===== src/rtl/crcbf_pkg.sv =====
package crcbf_pkg;

    localparam int unsigned CRC_W      = 32;
    localparam int unsigned WORD_W     = 64;
    localparam int unsigned NUM_LANES  = 8;
    localparam int unsigned BLOCK_BITS = WORD_W * NUM_LANES;

    localparam logic [CRC_W-1:0] CRC_POLY = 32'hEDB88320;

    typedef logic [CRC_W-1:0]  crc_t;
    typedef logic [WORD_W-1:0] word_t;

    typedef crc_t [NUM_LANES-1:0] lane_crc_t;
    typedef crc_t [CRC_W-1:0]     crc_mat_t;
    typedef crc_t [WORD_W-1:0]    word_mat_t;
    typedef crc_mat_t [NUM_LANES-1:0] lane_mat_t;

    typedef struct packed {
        logic first_block;
        logic last_block;
        crc_t start_crc;
    } ctrl_t;

    // Runs the reflected CRC register over the given number of zero bits.
    function automatic crc_t crc_advance(crc_t c, int unsigned nbits);
        crc_t r;
        r = c;
        for (int unsigned n = 0; n < nbits; n++)
        begin
            r = (r >> 1) ^ (r[0] ? CRC_POLY : '0);
        end
        return r;
    endfunction

    // Column i is the zero-start CRC of a word that has only bit i set.
    function automatic word_mat_t word_cols();
        word_mat_t m;
        for (int unsigned i = 0; i < WORD_W; i++)
        begin
            m[i] = crc_advance(crc_t'(1), WORD_W - i);
        end
        return m;
    endfunction

    function automatic crc_mat_t shift_cols(int unsigned nbits);
        crc_mat_t m;
        for (int unsigned k = 0; k < CRC_W; k++)
        begin
            m[k] = crc_advance(crc_t'(1) << k, nbits);
        end
        return m;
    endfunction

    // Lane j still has the words after it to pass through.
    function automatic lane_mat_t lane_shift_cols();
        lane_mat_t m;
        for (int unsigned j = 0; j < NUM_LANES; j++)
        begin
            m[j] = shift_cols(WORD_W * (NUM_LANES - 1 - j));
        end
        return m;
    endfunction

    function automatic crc_t mat_apply(crc_mat_t m, crc_t v);
        crc_t r;
        r = '0;
        for (int unsigned k = 0; k < CRC_W; k++)
        begin
            r = r ^ (v[k] ? m[k] : '0);
        end
        return r;
    endfunction

endpackage


===== src/rtl/crcbf_if.sv =====
interface crcbf_blk_if;
    import crcbf_pkg::*;

    logic  valid;
    logic  ready;
    word_t word0;
    word_t word1;
    word_t word2;
    word_t word3;
    word_t word4;
    word_t word5;
    word_t word6;
    word_t word7;
    logic  first_block;
    crc_t  start_crc;
    logic  last_block;

    modport source (
        output valid, word0, word1, word2, word3, word4, word5, word6, word7,
               first_block, start_crc, last_block,
        input  ready
    );

    modport sink (
        input  valid, word0, word1, word2, word3, word4, word5, word6, word7,
               first_block, start_crc, last_block,
        output ready
    );
endinterface

interface crcbf_res_if;
    import crcbf_pkg::*;

    logic valid;
    logic ready;
    crc_t crc_value;

    modport source (
        output valid, crc_value,
        input  ready
    );

    modport sink (
        input  valid, crc_value,
        output ready
    );
endinterface


===== src/rtl/crcbf_lane.sv =====
module crcbf_lane (
    input  logic            clk,
    input  logic            load,
    input  crcbf_pkg::word_t word,
    output crcbf_pkg::crc_t  lane_crc
);
    import crcbf_pkg::*;

    localparam word_mat_t COLS = word_cols();

    crc_t crc_reg;
    crc_t crc_next;

    always_comb
    begin
        crc_next = '0;
        for (int unsigned i = 0; i < WORD_W; i++)
        begin
            crc_next = crc_next ^ (word[i] ? COLS[i] : '0);
        end
    end

    always_ff @(posedge clk)
    begin
        if (load)
        begin
            crc_reg <= crc_next;
        end
    end

    assign lane_crc = crc_reg;

endmodule


===== src/rtl/crcbf_merge.sv =====
module crcbf_merge (
    input  logic                 clk,
    input  logic                 load,
    input  crcbf_pkg::lane_crc_t lane_crc,
    output crcbf_pkg::crc_t      block_crc
);
    import crcbf_pkg::*;

    localparam lane_mat_t SHIFTS = lane_shift_cols();

    crc_t sum_reg;
    crc_t sum_next;

    always_comb
    begin
        sum_next = '0;
        for (int unsigned j = 0; j < NUM_LANES; j++)
        begin
            sum_next = sum_next ^ mat_apply(SHIFTS[j], lane_crc[j]);
        end
    end

    always_ff @(posedge clk)
    begin
        if (load)
        begin
            sum_reg <= sum_next;
        end
    end

    assign block_crc = sum_reg;

endmodule


===== src/rtl/crc32_block_fold_core.sv =====
// Running CRC-32 (reflected polynomial 0xEDB88320, no inversion) over a
// stream of 64-byte blocks.
// The blk channel takes one word per block: eight 64-bit data words, byte 0
// in the low byte of word0, with first_block, start_crc and last_block.
// A block with first_block set starts from start_crc; any other block
// continues from the stored CRC register.
// The res channel gives one word, crc_value, for each block that has
// last_block set, and nothing for the other blocks.
// A block taken on blk passes through the lane registers and the merge register, and its result is registered for res.
// The block takes one word every cycle unless res back-pressure fills it: the eight
// lanes and the merge are pipelined, and the only feedback is the one 32-by-32 XOR
// matrix that advances the stored CRC across 512 bits.
// When res is stalled, the held result and the two pipeline stages still
// take new blocks; blk.ready drops only when all three are full.
// Reset empties the pipeline and clears the CRC register to zero.
module crc32_block_fold_core (
    input  logic clk,
    input  logic rst_n,
    crcbf_blk_if.sink   blk,
    crcbf_res_if.source res
);
    import crcbf_pkg::*;

    localparam crc_mat_t STATE_COLS = shift_cols(BLOCK_BITS);

    word_t [NUM_LANES-1:0] words;
    lane_crc_t lane_crc;
    crc_t      block_crc;

    logic  s1_valid_reg;
    logic  s1_valid_next;
    logic  s2_valid_reg;
    logic  s2_valid_next;
    logic  out_valid_reg;
    logic  out_valid_next;
    ctrl_t s1_ctrl_reg;
    ctrl_t s2_ctrl_reg;
    crc_t  crc_reg;
    crc_t  crc_next;
    crc_t  out_crc_reg;

    logic take;
    logic adv1;
    logic adv2;
    logic s2_free;
    logic s1_free;

    assign words = {blk.word7, blk.word6, blk.word5, blk.word4,
                    blk.word3, blk.word2, blk.word1, blk.word0};

    assign adv2    = s2_valid_reg
                     && (!s2_ctrl_reg.last_block || !out_valid_reg || res.ready);
    assign s2_free = !s2_valid_reg || adv2;
    assign adv1    = s1_valid_reg && s2_free;
    assign s1_free = !s1_valid_reg || s2_free;
    assign take    = blk.valid && s1_free;

    assign blk.ready = s1_free;

    for (genvar j = 0; j < NUM_LANES; j++)
    begin : g_lane
        crcbf_lane u_lane (
            .clk      (clk),
            .load     (take),
            .word     (words[j]),
            .lane_crc (lane_crc[j])
        );
    end

    crcbf_merge u_merge (
        .clk       (clk),
        .load      (adv1),
        .lane_crc  (lane_crc),
        .block_crc (block_crc)
    );

    always_comb
    begin
        crc_next = mat_apply(STATE_COLS,
                             s2_ctrl_reg.first_block ? s2_ctrl_reg.start_crc : crc_reg)
                   ^ block_crc;
        s1_valid_next  = take ? 1'b1 : (adv1 ? 1'b0 : s1_valid_reg);
        s2_valid_next  = adv1 ? 1'b1 : (adv2 ? 1'b0 : s2_valid_reg);
        out_valid_next = (adv2 && s2_ctrl_reg.last_block) ? 1'b1
                         : (res.ready ? 1'b0 : out_valid_reg);
    end

    always_ff @(posedge clk or negedge rst_n)
    begin
        if (!rst_n)
        begin
            s1_valid_reg  <= 1'b0;
            s2_valid_reg  <= 1'b0;
            out_valid_reg <= 1'b0;
            crc_reg       <= '0;
        end
        else
        begin
            s1_valid_reg  <= s1_valid_next;
            s2_valid_reg  <= s2_valid_next;
            out_valid_reg <= out_valid_next;
            if (adv2)
            begin
                crc_reg <= crc_next;
            end
        end
    end

    always_ff @(posedge clk)
    begin
        if (take)
        begin
            s1_ctrl_reg.first_block <= blk.first_block;
            s1_ctrl_reg.last_block  <= blk.last_block;
            s1_ctrl_reg.start_crc   <= blk.start_crc;
        end
        if (adv1)
        begin
            s2_ctrl_reg <= s1_ctrl_reg;
        end
        if (adv2 && s2_ctrl_reg.last_block)
        begin
            out_crc_reg <= crc_next;
        end
    end

    assign res.valid     = out_valid_reg;
    assign res.crc_value = out_crc_reg;

    a_stall_only_when_full: assert property (@(posedge clk) disable iff (!rst_n)
        !blk.ready |-> s1_valid_reg && s2_valid_reg && out_valid_reg)
        else $error("input stalled while the pipeline has room");

    a_emit_matches_state: assert property (@(posedge clk) disable iff (!rst_n)
        adv2 && s2_ctrl_reg.last_block |=> out_valid_reg && (out_crc_reg == crc_reg))
        else $error("emitted CRC differs from the updated register");

    a_state_holds: assert property (@(posedge clk) disable iff (!rst_n)
        !adv2 |=> $stable(crc_reg))
        else $error("CRC register changed without a block");

endmodule


===== src/flat_wrapper.sv =====
// flat-port wrapper written by rule: the top's interface ports become plain ports
module crc32_block_fold_core_flat import crcbf_pkg::*;
  (clk, rst_n, blk_valid, blk_word0, blk_word1, blk_word2, blk_word3, blk_word4, blk_word5, blk_word6, blk_word7, blk_first_block, blk_start_crc, blk_last_block, blk_ready, res_valid, res_crc_value, res_ready);
  crcbf_blk_if blk_i ();
  crcbf_res_if res_i ();
  input  logic clk;
  input  logic rst_n;
  input wire logic [$bits(blk_i.valid)-1:0] blk_valid;
  input wire logic [$bits(blk_i.word0)-1:0] blk_word0;
  input wire logic [$bits(blk_i.word1)-1:0] blk_word1;
  input wire logic [$bits(blk_i.word2)-1:0] blk_word2;
  input wire logic [$bits(blk_i.word3)-1:0] blk_word3;
  input wire logic [$bits(blk_i.word4)-1:0] blk_word4;
  input wire logic [$bits(blk_i.word5)-1:0] blk_word5;
  input wire logic [$bits(blk_i.word6)-1:0] blk_word6;
  input wire logic [$bits(blk_i.word7)-1:0] blk_word7;
  input wire logic [$bits(blk_i.first_block)-1:0] blk_first_block;
  input wire logic [$bits(blk_i.start_crc)-1:0] blk_start_crc;
  input wire logic [$bits(blk_i.last_block)-1:0] blk_last_block;
  output wire logic [$bits(blk_i.ready)-1:0] blk_ready;
  output wire logic [$bits(res_i.valid)-1:0] res_valid;
  output wire logic [$bits(res_i.crc_value)-1:0] res_crc_value;
  input wire logic [$bits(res_i.ready)-1:0] res_ready;
  assign blk_i.valid = blk_valid;
  assign blk_i.word0 = blk_word0;
  assign blk_i.word1 = blk_word1;
  assign blk_i.word2 = blk_word2;
  assign blk_i.word3 = blk_word3;
  assign blk_i.word4 = blk_word4;
  assign blk_i.word5 = blk_word5;
  assign blk_i.word6 = blk_word6;
  assign blk_i.word7 = blk_word7;
  assign blk_i.first_block = blk_first_block;
  assign blk_i.start_crc = blk_start_crc;
  assign blk_i.last_block = blk_last_block;
  assign blk_ready = blk_i.ready;
  assign res_valid = res_i.valid;
  assign res_crc_value = res_i.crc_value;
  assign res_i.ready = res_ready;
  crc32_block_fold_core u_core (.clk(clk), .rst_n(rst_n), .blk(blk_i), .res(res_i));
endmodule

===== config.mk =====
export PLATFORM = sky130hd
export DESIGN_NAME = crc32_block_fold_core_flat
export DESIGN_NICKNAME = d
export VERILOG_FILES = /design/src/rtl/crcbf_pkg.sv /design/src/rtl/crcbf_if.sv /design/src/rtl/crcbf_lane.sv /design/src/rtl/crcbf_merge.sv /design/src/rtl/crc32_block_fold_core.sv /design/src/flat_wrapper.sv
export SDC_FILE = /design/constraint.sdc
export NUM_CORES = 2
export LEC_CHECK = 0
export BUFFER_PORTS_ARGS = -buffer_cell sky130_fd_sc_hd__buf_2
export CAP_MARGIN = 20
export CORE_MARGIN = 3
export CORE_UTILIZATION = 25
export CTS_CLUSTER_SIZE = 40
export DETAILED_ROUTE_END_ITERATION = 12
export GPL_TIMING_DRIVEN = 0
export SLEW_MARGIN = 25
export SYNTH_ARGS = -nofsm -noshare
export SYNTH_HDL_FRONTEND = slang
export SYNTH_SLANG_ARGS = --single-unit

===== constraint.sdc =====
create_clock -name clk -period 8.69 [get_ports clk]
set_clock_uncertainty 0.15 [all_clocks]
set_input_delay 2.607 -clock clk [delete_from_list [all_inputs] [get_ports clk]]
set_output_delay 2.607 -clock clk [all_outputs]
set_load 0.01 [all_outputs]

Yosys cells after proc, flatten, opt, wreduce, memory -nomap -nowiden --
Index checks and enable logic that the tools add are counted.
Word-level totals: bits in registers 423, word-level logic and storage cells 1633
Operators by class: mux-type cells 807, bitwise gates (word level) 791, reduce and logical (&&, ||, !) cells 15
Operator list (number):
- $xor 32x32->32 | 356
- $mux 32 | 351
- $mux 31 | 183
- $xor 32x31->32 | 176
- $xor 32x30->32 | 91
- $mux 30 | 96
- $xor 32x29->32 | 46
- $mux 29 | 50
- $xor 32x28->32 | 30
- $xor 32x27->32 | 29
- $mux 28 | 32
- $mux 27 | 30
- $xor 32x26->32 | 20
- $mux 26 | 21
- $xor 32x25->32 | 10
- $mux 25 | 11
- $mux 24 | 3
- $xor 32x24->32 | 2
- $mux 23 | 2
- $xor 31x32->32 | 1
- $xor 32x23->32 | 1
- $xor 30x31->31 | 1
- $xor 28x29->29 | 1
- $xor 27x28->28 | 1
- 52 further kinds | 69

Longest topological paths before layout --
depth after elaboration 64, mapped depth 10, gate-level depth less buffers 6

Modules after synthesis --
Synthesis repeated with hierarchy kept, for this count alone.
Second synthesis, totals: cell total of the unflattened synthesis 6478, area total of the unflattened synthesis 74983.2 um2
By module, submodules not included:
- crcbf_lane | times used 8, cells an instance 513, area each 5834.3 um2, sequential area each 960.9 um2
- crcbf_merge | times used 1, cells an instance 1681, area each 18784.3 um2, sequential area each 960.9 um2
- crc32_block_fold_core | times used 1, cells an instance 693, area each 9524.1 um2, sequential area each 3878.7 um2

Least setup slack after synthesis --
Ideal clock, no wire load.
path type input -> register, start input res_ready, end register u_core.g_lane[0].u_lane.crc_reg[0] (enable), setup time 0.689 ns, arrival time 9.458 ns, setup slack -1.607 ns, stages 3, cell sequence nor2b_1 -> nand4_1 -> and2_1
Between the ends: word-level cells in the longest chain between the ends 5
Ends and longest elaborated chain:
- start, declared | line flat_wrapper.sv:23 | input wire logic [$bits(res_i.ready)-1:0] res_ready;
- $logic_or 1x1->1 | line crc32_block_fold_core.sv:52 | && (!s2_ctrl_reg.last_block || !out_valid_reg || res.ready);
- $logic_and 1x1->1 | line crc32_block_fold_core.sv:52
- $logic_or 1x1->1 | line crc32_block_fold_core.sv:53 | assign s2_free = !s2_valid_reg || adv2;
- $logic_or 1x1->1 | line crc32_block_fold_core.sv:55 | assign s1_free = !s1_valid_reg || s2_free;
- via blk_ready | line flat_wrapper.sv:20 | output wire logic [$bits(blk_i.ready)-1:0] blk_ready;
- $logic_and 1x1->1 | line crc32_block_fold_core.sv:56 | assign take = blk.valid && s1_free;
- via u_core.g_lane[0].u_lane.load | line crcbf_lane.sv:3 | input logic load,
- end signal, assigned | line crcbf_lane.sv:27 | crc_reg <= crc_next;
- end, declared | line crcbf_lane.sv:11 | crc_t crc_reg;
The timed path passes the listed nets, and every way through them passes these cells. A chain may end at the register's enable or synchronous reset.

Worst setup path in the final report --
start input res_ready, end output blk_ready
Between the ends: word-level cells in the longest chain between the ends 4
Ends and longest elaborated chain (line):
- $logic_or 1x1->1 | crc32_block_fold_core.sv:52
- $logic_and 1x1->1 | crc32_block_fold_core.sv:52
- $logic_or 1x1->1 | crc32_block_fold_core.sv:53
- $logic_or 1x1->1 | crc32_block_fold_core.sv:55
- end, declared | flat_wrapper.sv:20
Every way passes these cells.

==> run_results.csv <==
group,metric,value,unit
run_status,outcome,"finished, final reports clean",
cells_and_area,fill_cells,28090,
worst_setup_path,r2r_setup_slack,4030,ps
cells_and_area,seq_area,12530,um2
placed_design,place_area,73640,um2
worst_setup_path,crit_arrival,3290,ps
clock_network,clk_latency,690,ps
worst_hold_path,hp-class,"register to register",
clock_network,clk_pin_slew,60,ps
logic_synthesis,syn_area_per_cell,10.47,um2
worst_setup_path,required,5930,ps
clock_network,clock_path_buffers,3,
detailed_routing,vias_per_cell,4.518,
timing,hold_viol_final,0,
logic_synthesis,async_flop_share,0.08274,
logic_synthesis,yosys_most_used_dff,"edfxtp_1",
logic_synthesis,synth_cell_types,28,
detailed_routing,finalWirelength,336.2,mm
worst_setup_path,cp-startpoint,"res_ready",
worst_setup_path,worst-setup-path-type,"primary input to primary output",
detailed_routing,drt_iter0_drc,4647,
floorplan,die_y,524.7,um
logic_synthesis,syn_inst,6422,
global_route,grt_max_degree,58,
cells_and_area,largest_reg_flops,256,
clock_network,htreeDepth,2,
cells_and_area,nets,7308,
floorplan,die_x,524.7,um
floorplan,initial_utilization,0.2524,
worst_setup_path,worstSetupEndpointType,"primary output",
worst_setup_path,critPathCapture,"blk_ready",
worst_setup_path,cp_max_fo,4,
timing,setup-tns-final,0,ps
floorplan,core-area,266500,um2
clock_network,post_cts_buffers,0,
floorplan,dieArea,275300,um2
placed_design,portBuffers,269,
detailed_routing,ant_nets,0,
global_route,gr-total-overflow,0,
clock_network,cts_resized,0,
detailed_routing,drc,0,
logic_synthesis,ys_warn_count,0,
worst_setup_path,r2r_end,"u_core.u_merge.block_crc[25]",
timing,finalCritPeriodShare,0.6958,
worst_setup_path,startpoint_type,"primary input",
placed_design,gp_congestion,1.054,
placed_design,dp_hpwl,286.7,mm
global_route,first_global_vias,47400,
logic_synthesis,synth-seq-cells,423,
clock_network,tritoncts,"yes",
worst_setup_path,crit_chain,"buf_2, nor2b_1, nand4_1, buf_2",
clock_network,cts.sinks,423,
clock_network,clock-root-buffer,"clkbuf_16",
worst_setup_path,crit_top_cell,"buf_2",
timing,period_minus_slack,6046,ps
cells_and_area,multi_input_area,52990,um2
worst_setup_path,cpPeakStageDelay,230,ps
clock_network,numCtsBuffers,49,
cells_and_area,areaGrowthSynthToFinish,11.98,%
timing,rsz0062_at_grt,"false",
worst_setup_path,reg2reg_from,"u_core.g_lane[3].u_lane.lane_crc[27]",
global_route,grt_pass1_wl,441.1,mm
timing,final_max_slew_viol_count,0,
logic_synthesis,synth-edff-count,388,
floorplan,num_rows,189,
timing,finalSetupViolations,0,
cells_and_area,drive_gt1_frac,0.07401,
flow_run,max_cap_viol_count,0,
logic_synthesis,yosysSeqAreaShare,0.1862,
floorplan,ios,584,
worst_setup_path,slowest_stage,"nor2b_1",
timing,worst_slew_pin_slew,1221,ps
global_route,antenna_found_initial,34,
global_route,globalRouteTotalUtil,0.2348,
timing,slew_headroom,0.1858,
detailed_routing,vias,46700,
logic_synthesis,synth_area,67260,um2
detailed_routing,drtPass1Iterations,5,
timing,holdWs,268.3,ps
cells_and_area,final_area,75320,um2
timing,fmax,0.1654,GHz
detailed_routing,wl_per_cell,32.53,um
clock_network,cts_hold_buf,0,
logic_synthesis,synth_nets,6972,
worst_setup_path,r2r_cells,7,
-- worst max-delay path, delay by kind of cell --
| family | cells | cell delay [ps] |
|---|---|---|
| AND/OR/NAND/NOR | 2 | 410 |
| buffers and inverters | 2 | 280 |
-- cell usage in the layout (no fill, tap or decap), types with 2 or more instances in the layout --
cell          n
xnor2_1    3948
clkbuf_2     38
nand2_1       4
bufinv_16     5
mux2i_1      71
clkinv_1      5
buf_2       290
inv_8         2
xor2_2        6
dfrtp_1      35
edfxtp_1    388
a21oi_1       3
diode_2       8
nand2b_1      2
xnor2_2      31
xnor3_2       3
clkbuf_1    457
inv_6         3
buf_12        3
o21ai_0       2
clkinv_16     2
xor2_1     1034
and2_4        2
buf_4         4
clkinv_2      8
buf_1         8
buf_16        6
xor3_1       15
xnor3_1     315
buf_6         7
mux2_2       33
clkbuf_16    49
nor2_1        3
clkbuf_8      3
-- cells by family (layout without fill, tap and decap cells) --
family | after synthesis | after routing | synth area share
multiplexers | 105 | 105 | 0.01624
other | 0 | 8 | 0
XOR/XNOR | 5353 | 5353 | 0.7662
AO/OA/AOI/OAI | 5 | 5 | 0.0003720
buffers and inverters | 520 | 894 | 0.02973
flip-flops | 423 | 423 | 0.1862
AND/OR/NAND/NOR | 16 | 16 | 0.001209
-- metrics by stage --
stage,utilization,setup slack [ps],instances
2_1_floorplan,-,1667,6422
3_3_place_gp,0.2740,148.9,10220
3_5_place_dp,0.2763,2638,10240
4_1_cts,0.2825,2635,10330
5_1_grt,0.2825,2503,10330
6_report,0.2826,2644,10340
-- metal layers --
metal,global-route usage,vias up,share of wire
met5,0,-,0.00049
met3,0.03891,426,0.072
met4,0.08344,28,0.043
li1,-,20410,-
met2,0.3631,2263,0.43
met1,0.3278,23580,0.45
-- cell type report --
class                           instances  share of cell area
Multi-Input combinational cell       5479              0.7036
Sequential cell                       423              0.1663
Tap cell                             3533             0.05869
Buffer                                520             0.02719
Timing Repair Buffer                  285             0.02196
Clock buffer                           61             0.01728
Clock inverter                         28            0.004701
Antenna cell                            8           0.0002658
-- synthesized netlist by cell type (4+ instances only) --
master | instances | area, um2
xnor3_1 | 315 | 7094
nand2_1 | 4 | 15.01
mux2_2 | 33 | 371.6
buf_4 | 4 | 30.03
xnor2_1 | 3975 | 34810
edfxtp_1 | 388 | 11650
clkbuf_1 | 485 | 1821
buf_1 | 10 | 37.54
xor2_1 | 1040 | 9109
buf_2 | 19 | 95.09
mux2i_1 | 72 | 720.7
xor3_1 | 15 | 356.6
dfrtp_1 | 35 | 875.8
xnor2_2 | 4 | 65.06
-- how the worst min path moves through the flow --
stage	end	slack (ps)	start	cells after the start
after detailed placement	u_core.s2_ctrl_reg[12]	250	u_core.s1_ctrl_reg[12]	0
after floorplan	u_core.s2_ctrl_reg[0]	250	u_core.s1_ctrl_reg[0]	0
final	u_core.s2_ctrl_reg[1]	270	u_core.s1_ctrl_reg[1]	0
after global placement	u_core.s2_ctrl_reg[6]	250	u_core.s1_ctrl_reg[6]	0
after global routing	u_core.s2_ctrl_reg[27]	280	u_core.s1_ctrl_reg[27]	0
after CTS	u_core.s2_ctrl_reg[20]	270	u_core.s1_ctrl_reg[20]	0
Power is left out: the tool's default activity adds up to more than one toggle a clock period on the data nets, which glitch-free logic cannot reach.
